## config.mk

```make
export PLATFORM = sky130hd
export DESIGN_NAME = calendar_clock_weekly_timer_top
export DESIGN_NICKNAME = d
export VERILOG_FILES = /design/src/hdl/ccwt_pkg.sv /design/src/hdl/calendar_clock_weekly_timer_top.sv /design/src/hdl/ccwt_ram.sv
export SDC_FILE = /design/constraint.sdc
export NUM_CORES = 1
export LEC_CHECK = 0
export CORE_MARGIN = 1.5
export CORE_UTILIZATION = 58
export DETAILED_ROUTE_END_ITERATION = 8
export DONT_BUFFER_PORTS = 1
export GPL_ROUTABILITY_DRIVEN = 0
export PLACE_DENSITY = 0.86
export SETUP_SLACK_MARGIN = 0.1
export SLEW_MARGIN = 20
export SYNTH_ARGS = -nofsm -noshare
export SYNTH_HDL_FRONTEND = slang
export SYNTH_SLANG_ARGS = --single-unit
```

## constraint.sdc

```tcl
create_clock -name clk -period 6.5 [get_ports clk]
set_input_delay 1.95 -clock clk [delete_from_list [all_inputs] [get_ports clk]]
set_output_delay 1.95 -clock clk [all_outputs]
set_load 0.01 [all_outputs]
```

## src/hdl/ccwt_pkg.sv

```systemverilog
// Package: shared types, constants and date helpers of the weekly timer clock
package ccwt_pkg;

	localparam int SLOTS_PER_DAY_DEF = 8;
	localparam int DAYS_PER_WEEK = 7;
	localparam int RESULT_LIMIT = 8;

	localparam logic [1:0] CMD_TICK = 2'd0;
	localparam logic [1:0] CMD_SET = 2'd1;
	localparam logic [1:0] CMD_SLOT = 2'd2;

	localparam logic [2:0] SEL_SEC = 3'd0;
	localparam logic [2:0] SEL_MIN = 3'd1;
	localparam logic [2:0] SEL_HOUR = 3'd2;
	localparam logic [2:0] SEL_DAY = 3'd3;
	localparam logic [2:0] SEL_MONTH = 3'd4;
	localparam logic [2:0] SEL_YEAR = 3'd5;

	typedef struct packed {
		logic [1:0] cmd;
		logic [2:0] field_select;
		logic [7:0] set_value;
		logic [2:0] slot_weekday;
		logic [2:0] slot_index;
		logic [7:0] slot_time;
	} in_item_t;

	typedef struct packed {
		logic [5:0] second_now;
		logic [5:0] minute_now;
		logic [4:0] hour_now;
		logic [4:0] day_now;
		logic [3:0] month_now;
		logic [7:0] year_now;
		logic [2:0] weekday_now;
		logic       dst_done_now;
		logic       event_valid;
		logic [2:0] event_slot;
		logic       last;
	} out_item_t;

	typedef enum logic [2:0] {
		ST_IDLE,
		ST_WDAY,
		ST_SCAN,
		ST_EMIT,
		ST_DONE
	} state_t;

	function automatic logic [4:0] month_days(input logic [3:0] m, input logic [7:0] y);
		logic [4:0] d;
		begin
			case (m)
				4'd2: d = (y[1:0] == 2'd0) ? 5'd29 : 5'd28;
				4'd4, 4'd6, 4'd9, 4'd11: d = 5'd30;
				default: d = 5'd31;
			endcase
			return d;
		end
	endfunction

	// Day-of-year offset before month m (31*(m-1) minus corrections)
	function automatic logic [8:0] month_base(input logic [3:0] m, input logic leap);
		logic [8:0] b;
		begin
			b = 9'(31 * ({5'd0, m} - 9'd1));
			if (m > 4'd2) b = b - (leap ? 9'd2 : 9'd3);
			if (m > 4'd4) b = b - 9'd1;
			if (m > 4'd6) b = b - 9'd1;
			if (m > 4'd9) b = b - 9'd1;
			if (m > 4'd11) b = b - 9'd1;
			return b;
		end
	endfunction

endpackage

```

## src/hdl/calendar_clock_weekly_timer_top.sv

```systemverilog
// Top level: calendar clock with daylight saving and weekly timer table
//
// Usage: one input channel (in, in_valid, in_stall) carries transactions of
// three kinds: a one-second tick, a set of one clock field and a write of one
// timer slot. One output channel (out, out_valid, out_stall) carries one to
// eight result transactions per input, the final one marked by last.
// Every result carries the clock state after the input.
// A plain input passes through ST_DONE, which registers its result and raises
// out_valid; a day, month or year set first reduces the weekday residue in
// ST_WDAY, one subtract a cycle. A tick that lands on a ten-minute boundary
// scans today's slots one per cycle through the slot RAM port, pausing while
// each earlier event waits in ST_EMIT to be taken, then sends its final result.
// Only one input is in flight; in_stall stays high until its last result has
// been taken. A stalled receiver holds out steady and blocks the block.
// Reset: the clock returns to 00:00:00, 1 January 2008, Tuesday. The slot RAM
// is swept to 255 after reset, one entry a cycle, with in_stall high meanwhile.
module calendar_clock_weekly_timer_top #(
	parameter int SLOTS_PER_DAY = ccwt_pkg::SLOTS_PER_DAY_DEF
) (
	input  logic                clk,
	input  logic                arst_n,
	input  ccwt_pkg::in_item_t  in,
	input  logic                in_valid,
	output logic                in_stall,
	output ccwt_pkg::out_item_t out,
	output logic                out_valid,
	input  logic                out_stall
);
	localparam int DEPTH = ccwt_pkg::DAYS_PER_WEEK * SLOTS_PER_DAY;
	localparam int AW = $clog2(DEPTH);
	localparam int SW = (SLOTS_PER_DAY > 1) ? $clog2(SLOTS_PER_DAY) : 1;
	localparam int CW = $clog2(SLOTS_PER_DAY + 1);

	ccwt_pkg::state_t state_q, state_d;

	logic [5:0] sec_q, min_q;
	logic [4:0] hour_q, day_q;
	logic [3:0] mon_q;
	logic [7:0] year_q;
	logic [2:0] wday_q;
	logic       fb_q;

	logic [AW-1:0] clr_q;
	logic          clr_busy_q;
	logic [CW-1:0] idx_q;
	logic [3:0]    nev_q;
	logic [7:0]    now_q;
	logic [11:0]   wacc_q;
	logic          rvalid_q;
	logic [SW-1:0] ridx_q;
	logic          scan_q;
	logic          pend_q;
	logic [SW-1:0] pslot_q;

	logic          we;
	logic [AW-1:0] waddr, raddr;
	logic [7:0]    wdata, rdata;

	ccwt_ram #(.WIDTH(8), .DEPTH(DEPTH)) u_slots (
		.clk(clk), .we(we), .waddr(waddr), .wdata(wdata), .raddr(raddr), .rdata(rdata)
	);

	logic take, out_take;
	assign take = in_valid && !in_stall;
	assign out_take = out_valid && !out_stall;
	assign in_stall = clr_busy_q || (state_q != ccwt_pkg::ST_IDLE);

	always_comb begin
		we = 1'b0;
		waddr = clr_q;
		wdata = 8'hFF;
		if (clr_busy_q) begin
			we = 1'b1;
		end else if (take && in.cmd == ccwt_pkg::CMD_SLOT && in.slot_weekday < 3'd7
				&& {2'b0, in.slot_index} < 5'(SLOTS_PER_DAY)) begin
			we = 1'b1;
			waddr = AW'(32'(in.slot_weekday) * SLOTS_PER_DAY + 32'(in.slot_index));
			wdata = in.slot_time;
		end
	end

	assign raddr = AW'(32'(wday_q) * SLOTS_PER_DAY + 32'(idx_q));

	// Tick arithmetic for the current state
	logic [5:0] sec_n, min_n;
	logic [4:0] hour_n, day_n;
	logic [3:0] mon_n;
	logic [7:0] year_n;
	logic [2:0] wday_n;
	logic       fb_n, roll_min, lastsun;
	always_comb begin
		sec_n = sec_q + 6'd1;
		min_n = min_q; hour_n = hour_q; day_n = day_q; mon_n = mon_q;
		year_n = year_q; wday_n = wday_q; fb_n = fb_q;
		roll_min = 1'b0;
		lastsun = 1'b0;
		if (sec_n >= 6'd60) begin
			sec_n = 6'd0;
			roll_min = 1'b1;
			min_n = min_q + 6'd1;
			if (min_n >= 6'd60) begin
				min_n = 6'd0;
				hour_n = hour_q + 5'd1;
				if (hour_n >= 5'd24) begin
					hour_n = 5'd0;
					if (day_q >= ccwt_pkg::month_days(mon_q, year_q)) begin
						day_n = 5'd1;
						mon_n = mon_q + 4'd1;
						if (mon_n >= 4'd13) begin
							mon_n = 4'd1;
							year_n = year_q + 8'd1;
						end
						if (mon_n == 4'd11) fb_n = 1'b0;
					end else begin
						day_n = day_q + 5'd1;
					end
					wday_n = (wday_q >= 3'd6) ? 3'd0 : wday_q + 3'd1;
				end
				lastsun = (day_n > 5'd24) && (wday_n == 3'd6);
				if (mon_n == 4'd3 && hour_n == 5'd2 && lastsun) hour_n = 5'd3;
				if (mon_n == 4'd10 && hour_n == 5'd3 && !fb_n && lastsun) begin
					hour_n = 5'd2;
					fb_n = 1'b1;
				end
			end
		end
	end

	logic [2:0] min_tens;
	always_comb begin
		if (min_n >= 6'd50) min_tens = 3'd5;
		else if (min_n >= 6'd40) min_tens = 3'd4;
		else if (min_n >= 6'd30) min_tens = 3'd3;
		else if (min_n >= 6'd20) min_tens = 3'd2;
		else if (min_n >= 6'd10) min_tens = 3'd1;
		else min_tens = 3'd0;
	end

	// Day count residue for the weekday: t = y + (y-1)/4 - (y-1)/100 + 5 + doy (4 + doy for year 0)
	logic [7:0]  ym1;
	logic [11:0] tsum;
	logic [5:0]  q4;
	logic [1:0]  q100;
	always_comb begin
		ym1 = year_q - 8'd1;
		q4 = ym1[7:2];
		q100 = (ym1 >= 8'd200) ? 2'd2 : ((ym1 >= 8'd100) ? 2'd1 : 2'd0);
		if (year_q == 8'd0)
			tsum = 12'(ccwt_pkg::month_base(mon_q, 1'b1)) + 12'(day_q) + 12'd4;
		else
			tsum = 12'(year_q) + 12'(q4) - 12'(q100) + 12'd1 + 12'd4
				+ 12'(ccwt_pkg::month_base(mon_q, year_q[1:0] == 2'd0)) + 12'(day_q);
	end

	logic scan_hit;
	assign scan_hit = rvalid_q && (rdata == now_q) && (nev_q < 4'(ccwt_pkg::RESULT_LIMIT));

	always_comb begin
		state_d = state_q;
		case (state_q)
			ccwt_pkg::ST_IDLE: begin
				if (take) begin
					if (in.cmd == ccwt_pkg::CMD_SET && (in.field_select == ccwt_pkg::SEL_DAY
							|| in.field_select == ccwt_pkg::SEL_MONTH
							|| in.field_select == ccwt_pkg::SEL_YEAR))
						state_d = ccwt_pkg::ST_WDAY;
					else if (in.cmd == ccwt_pkg::CMD_TICK && roll_min
							&& (min_n == 6'd0 || min_n == 6'd10 || min_n == 6'd20
							|| min_n == 6'd30 || min_n == 6'd40 || min_n == 6'd50))
						state_d = ccwt_pkg::ST_SCAN;
					else
						state_d = ccwt_pkg::ST_DONE;
				end
			end
			ccwt_pkg::ST_WDAY: if (wacc_q < 12'd7) state_d = ccwt_pkg::ST_DONE;
			ccwt_pkg::ST_SCAN: begin
				if (scan_hit && pend_q) state_d = ccwt_pkg::ST_EMIT;
				else if (!scan_q && !rvalid_q) state_d = ccwt_pkg::ST_DONE;
			end
			ccwt_pkg::ST_EMIT: if (out_take) state_d = ccwt_pkg::ST_SCAN;
			ccwt_pkg::ST_DONE: if (out_take) state_d = ccwt_pkg::ST_IDLE;
			default: state_d = ccwt_pkg::ST_IDLE;
		endcase
	end

	always_ff @(posedge clk or negedge arst_n) begin
		if (!arst_n) begin
			state_q <= ccwt_pkg::ST_IDLE;
		end else begin
			state_q <= state_d;
		end
	end

	// Hold each event back until the next match or the end of the scan sets its last flag
	always_ff @(posedge clk or negedge arst_n) begin
		if (!arst_n) begin
			sec_q <= '0; min_q <= '0; hour_q <= '0; day_q <= 5'd1; mon_q <= 4'd1;
			year_q <= 8'd8; wday_q <= 3'd1; fb_q <= 1'b0;
			clr_q <= '0; clr_busy_q <= 1'b1;
			idx_q <= '0; nev_q <= '0; now_q <= '0; wacc_q <= '0;
			rvalid_q <= 1'b0; ridx_q <= '0; scan_q <= 1'b0;
			pend_q <= 1'b0; pslot_q <= '0;
			out_valid <= 1'b0; out <= '0;
		end else begin
			if (clr_busy_q) begin
				clr_q <= clr_q + AW'(1);
				if (clr_q == AW'(DEPTH - 1)) clr_busy_q <= 1'b0;
			end
			if (out_take) out_valid <= 1'b0;
			case (state_q)
				ccwt_pkg::ST_IDLE: begin
					if (take) begin
						idx_q <= '0; nev_q <= '0; rvalid_q <= 1'b0; pend_q <= 1'b0;
						case (in.cmd)
							ccwt_pkg::CMD_TICK: begin
								sec_q <= sec_n; min_q <= min_n; hour_q <= hour_n;
								day_q <= day_n; mon_q <= mon_n; year_q <= year_n;
								wday_q <= wday_n; fb_q <= fb_n;
								now_q <= 8'(hour_n * 10) + 8'(min_tens);
								scan_q <= 1'b1;
							end
							ccwt_pkg::CMD_SET: begin
								case (in.field_select)
									ccwt_pkg::SEL_SEC: if (in.set_value < 8'd60) sec_q <= in.set_value[5:0];
									ccwt_pkg::SEL_MIN: if (in.set_value < 8'd60) min_q <= in.set_value[5:0];
									ccwt_pkg::SEL_HOUR: if (in.set_value < 8'd24) hour_q <= in.set_value[4:0];
									ccwt_pkg::SEL_DAY:
										if (in.set_value >= 8'd1 && in.set_value <= 8'd31) day_q <= in.set_value[4:0];
									ccwt_pkg::SEL_MONTH:
										if (in.set_value >= 8'd1 && in.set_value <= 8'd12) mon_q <= in.set_value[3:0];
									ccwt_pkg::SEL_YEAR: year_q <= in.set_value;
									default: ;
								endcase
								wacc_q <= 12'hFFF;
							end
							default: ;
						endcase
					end
				end
				ccwt_pkg::ST_WDAY: begin
					// Reduce the day count mod 7, one subtract of a power-of-two multiple a cycle
					if (wacc_q == 12'hFFF) wacc_q <= tsum;
					else if (wacc_q >= 12'd1792) wacc_q <= wacc_q - 12'd1792;
					else if (wacc_q >= 12'd224) wacc_q <= wacc_q - 12'd224;
					else if (wacc_q >= 12'd28) wacc_q <= wacc_q - 12'd28;
					else if (wacc_q >= 12'd7) wacc_q <= wacc_q - 12'd7;
					else wday_q <= wacc_q[2:0];
				end
				ccwt_pkg::ST_SCAN: begin
					if (scan_hit && pend_q) begin
						out_valid <= 1'b1;
						out <= '{second_now: sec_q, minute_now: min_q, hour_now: hour_q,
							day_now: day_q, month_now: mon_q, year_now: year_q,
							weekday_now: wday_q, dst_done_now: fb_q, event_valid: 1'b1,
							event_slot: 3'(pslot_q), last: 1'b0};
						pslot_q <= ridx_q;
						nev_q <= nev_q + 4'd1;
						rvalid_q <= 1'b0;
					end else begin
						rvalid_q <= scan_q;
						ridx_q <= idx_q[SW-1:0];
						if (scan_q) begin
							if (idx_q == CW'(SLOTS_PER_DAY - 1)) scan_q <= 1'b0;
							idx_q <= idx_q + CW'(1);
						end
						if (scan_hit) begin
							pend_q <= 1'b1;
							pslot_q <= ridx_q;
							nev_q <= nev_q + 4'd1;
						end
						if (!scan_q && !rvalid_q && pend_q) begin
							out_valid <= 1'b1;
							out <= '{second_now: sec_q, minute_now: min_q, hour_now: hour_q,
								day_now: day_q, month_now: mon_q, year_now: year_q,
								weekday_now: wday_q, dst_done_now: fb_q, event_valid: 1'b1,
								event_slot: 3'(pslot_q), last: 1'b1};
						end
					end
				end
				ccwt_pkg::ST_EMIT: ;
				ccwt_pkg::ST_DONE: begin
					if (!out_valid) begin
						out_valid <= 1'b1;
						out <= '{second_now: sec_q, minute_now: min_q, hour_now: hour_q,
							day_now: day_q, month_now: mon_q, year_now: year_q,
							weekday_now: wday_q, dst_done_now: fb_q, event_valid: 1'b0,
							event_slot: 3'd0, last: 1'b1};
					end
				end
				default: ;
			endcase
		end
	end
endmodule

```

## src/hdl/ccwt_ram.sv

```systemverilog
// Generic single-port write, registered-read RAM
module ccwt_ram #(
	parameter int WIDTH = 8,
	parameter int DEPTH = 56
) (
	input  logic                     clk,
	input  logic                     we,
	input  logic [$clog2(DEPTH)-1:0] waddr,
	input  logic [WIDTH-1:0]         wdata,
	input  logic [$clog2(DEPTH)-1:0] raddr,
	output logic [WIDTH-1:0]         rdata
);
	logic [WIDTH-1:0] mem_q [DEPTH];

	always_ff @(posedge clk) begin
		if (we) begin
			mem_q[waddr] <= wdata;
		end
		rdata <= mem_q[raddr];
	end
endmodule
```

==> results_dict.tcl <==
set metrics [dict create \
    synthTopCellsByCount "edfxtp_1 (448), nor2_1 (204), nand2_1 (157), dfrtp_1 (124), a21oi_1 (115)" \
    worstPathRequired_ns 6.98 \
    wirelength_um 77700 \
    num_vias 20679 \
    tns_ns -0.576 \
    setup_ws_ns -0.173 \
    regArea_um2 16900 \
    power.leakage_nw 12.5 \
    ys_types 95 \
    synth_enable_flop_cells 448 \
    hold_buffers 0 \
    cts_buffers 55 \
    clock_latency_ns 0.64 \
    critical_path_class "flop to flop" \
    ys_seq_area_share_pct 56.3 \
    initial_core_util_pct 58.5 \
    ioPinCount 76 \
    rsz0062_at_grt "true" \
    critPathLaunch "mon_q[0]" \
    dp_cells 2942 \
    synth_area_um2 29900 \
    synthArstFlopShare_pct 22.1 \
    ys_ff_latch 585 \
    grt_antenna_before_repair 6 \
    cap_violations 0 \
    ys_warn_count 0 \
    finalClockSkew_ns 0.0427 \
    cts_root_buffer "clkbuf_16" \
    tightest_slew_ns 1.15 \
    die_area_um2 53000 \
    die_w_um 230 \
    n_fill_cell 3368 \
    htreeDepth 2 \
    synth_top_area_cell "edfxtp_1" \
    die_h_um 230 \
    hp-start "pslot_q[1]" \
    grt_max_degree 130 \
    cp-start-kind "flop" \
    path_max_fanout 9 \
    synthCells 2322 \
    grt_pass1_vias 20485 \
    drive_gt1_share_pct 18.8 \
    fmax_mhz 150 \
    min_period_over_period_pct 103 \
    globalRouteTotalUtil_pct 29.0 \
    violations "negative setup slack" \
    wl_per_cell_um 25.2 \
    core_area_um2 51200 \
    grt-ovfl-total 0 \
    maxSlewViolCount 0 \
    synthTopCellsByArea "edfxtp_1 (45%), dfrtp_1 (10%), mux4_2 (7.2%), ha_1 (4.6%), mux2i_1 (2.7%)" \
    critPathArrivalTime_ns 7.15 \
    yosysTopAreaCellShare_pct 45.0 \
    io_buffers 0 \
    cts_tree "built" \
    min-delay-path-class "flop to flop" \
    setup_violations 5 \
    status "finished with violations" \
    clkTransAtPathRegs_ns 0.07 \
    final_nets 2515 \
    timing.rr.start "mon_q[0]" \
    p_total_w 0.0153 \
    stdcell_count 3086 \
    syn_to_final_growth_pct 12.1 \
    cts_buffer_depth 3 \
    post_synth.cell_area_avg_um2 12.9 \
    first_pass_iters 6 \
    drt_iter0_drc 2927 \
    hpwl_um 49200 \
    syn_nets 2478 \
    ant_nets 0 \
    fin_util_pct 65.5 \
    slew-limit-headroom_pct 23.6 \
    hold_viol 0 \
    clkSinkCount 585 \
    pre_cts_ws_ns -0.0291 \
    grt_pass1_wl_um 118000 \
    multi_input_area_um2 13000 \
    drt-vias-per-instance 6.70 \
    peakVddDrop_uv 1260 \
    post-synth-top-count-cell "edfxtp_1" \
    p_per_area_nw_per_um2 457 \
    num_rows 83 \
    min_period_ns 6.67 \
    ys.flop_type "edfxtp_1" \
    crit_path_end_kind "flop" \
    drcViolationCount 0 \
]
==> routing by layer <==
layer	wire length (um)	track usage (%)
met1	27600	35.9
met2	39000	50.0
met3	7480	5.58
met4	3610	12.2
met5	55	0
==> layout make-up <==
class,count,share of cell area (%)
multi-input cells,1536,38.8
repair buffers,81,1.94
clock inverters,27,0.917
inverters,100,1.15
diodes,1,0.00746
flip-flops and latches,585,50.2
clock buffers,76,4.46
well taps,680,2.54
==> registers in the layout (all words and copies together) (netlist names), 5 cells and up <==
name	flops
clr_q	6
u_slots.rdata	8
sec_q	6
wacc_q	12
now_q	8
min_q	6
year_q	8
hour_q	5
u_slots.mem_q	448
out	43
day_q	5
==> cell families (layout without fill, tap and decap cells) <==
group                    Yosys count  in the layout  share of synthesized area, %
XOR/XNOR                         112            112                          3.57
AND/OR/NAND/NOR                  616            616                          9.86
buffers and inverters            201            284                          2.62
other                              0              1                             0
flip-flops                       585            585                          56.3
AO/OA/AOI/OAI                    442            442                          9.73
multiplexers                     241            241                          12.3
adder cells (fa/ha/maj)          125            125                          5.58
==> worst paths after layout <==
kind                         endpoint  slack, ns  cells after the start
min                            out[2]       0.49                      2
min reg2reg                    out[2]       0.49                      2
max                        wacc_q[11]      -0.17                     27
max reg2reg                wacc_q[11]      -0.17                     27
min in group asynchronous    sec_q[1]       1.03                      0
max in group asynchronous    day_q[0]       5.19                      0
==> cell usage in the layout (no fill, tap or decap), drive strengths merged, types with 12 or more instances in the layout <==
| master | count |
|---|---|
| nand2 | 157 |
| a21oi | 116 |
| nor2b | 15 |
| or3 | 15 |
| nor4 | 17 |
| clkbuf | 76 |
| xor2 | 42 |
| dfrtp | 124 |
| o31ai | 20 |
| and3 | 16 |
| nand3 | 53 |
| nor2 | 205 |
| nor3 | 31 |
| nand2b | 29 |
| mux2 | 65 |
| a211oi | 13 |
| buf | 81 |
| a21o | 17 |
| o221ai | 20 |
| edfxtp | 448 |
| o211ai | 12 |
| mux4 | 96 |
| inv | 102 |
| o21ai | 100 |
| a31oi | 17 |
| fa | 14 |
| o22ai | 30 |
| clkinv | 15 |
| xnor2 | 65 |
| o21bai | 13 |
| and2 | 16 |
| ha | 111 |
| nand4 | 18 |
| mux2i | 80 |
==> worst max-delay path, stage by stage (launching register included) <==
cell and delay [ns]:
dfstp_2 0.60, inv_8 0.04, ha_4 0.16, xor2_2 0.15, ha_1 0.32, ha_1 0.27
inv_1 0.04, fa_1 0.47, inv_1 0.04, ha_2 0.38, xnor2_1 0.54, xnor2_2 0.26
xnor2_2 0.41, xor2_1 0.25, fa_1 0.45, inv_1 0.08, ha_1 0.24, ha_1 0.37
a21o_1 0.24, a21oi_4 0.19, o21bai_4 0.10, a21oi_2 0.15, o21bai_1 0.11, a21oi_2 0.16
o21ai_1 0.09, xor2_1 0.17, a31oi_1 0.17, a21oi_1 0.09
==> per-stage QoR <==
stage               cell area [um2]  hold slack, ns
global route                  33500           0.519
detailed placement            31000           0.477
floorplan                     30200           0.446
CTS                           33100           0.499
finish                        33500           0.491
global placement              31000           0.464
==> where the power goes <==
part | total (W) | internal [W] | switching, W
logic | 0.00757 | 0.00362 | 0.00395
registers | 0.00452 | 0.00422 | 0.000301
clock network | 0.00323 | 0.00182 | 0.00142
==> what timing repair did <==
action	CTS	global route
gates resized for setup	24	41
endpoints found under the setup margin	5	8
pin swaps	32	45
setup buffers	20	20
No activity file was read; power rests on OpenSTA's default activity.
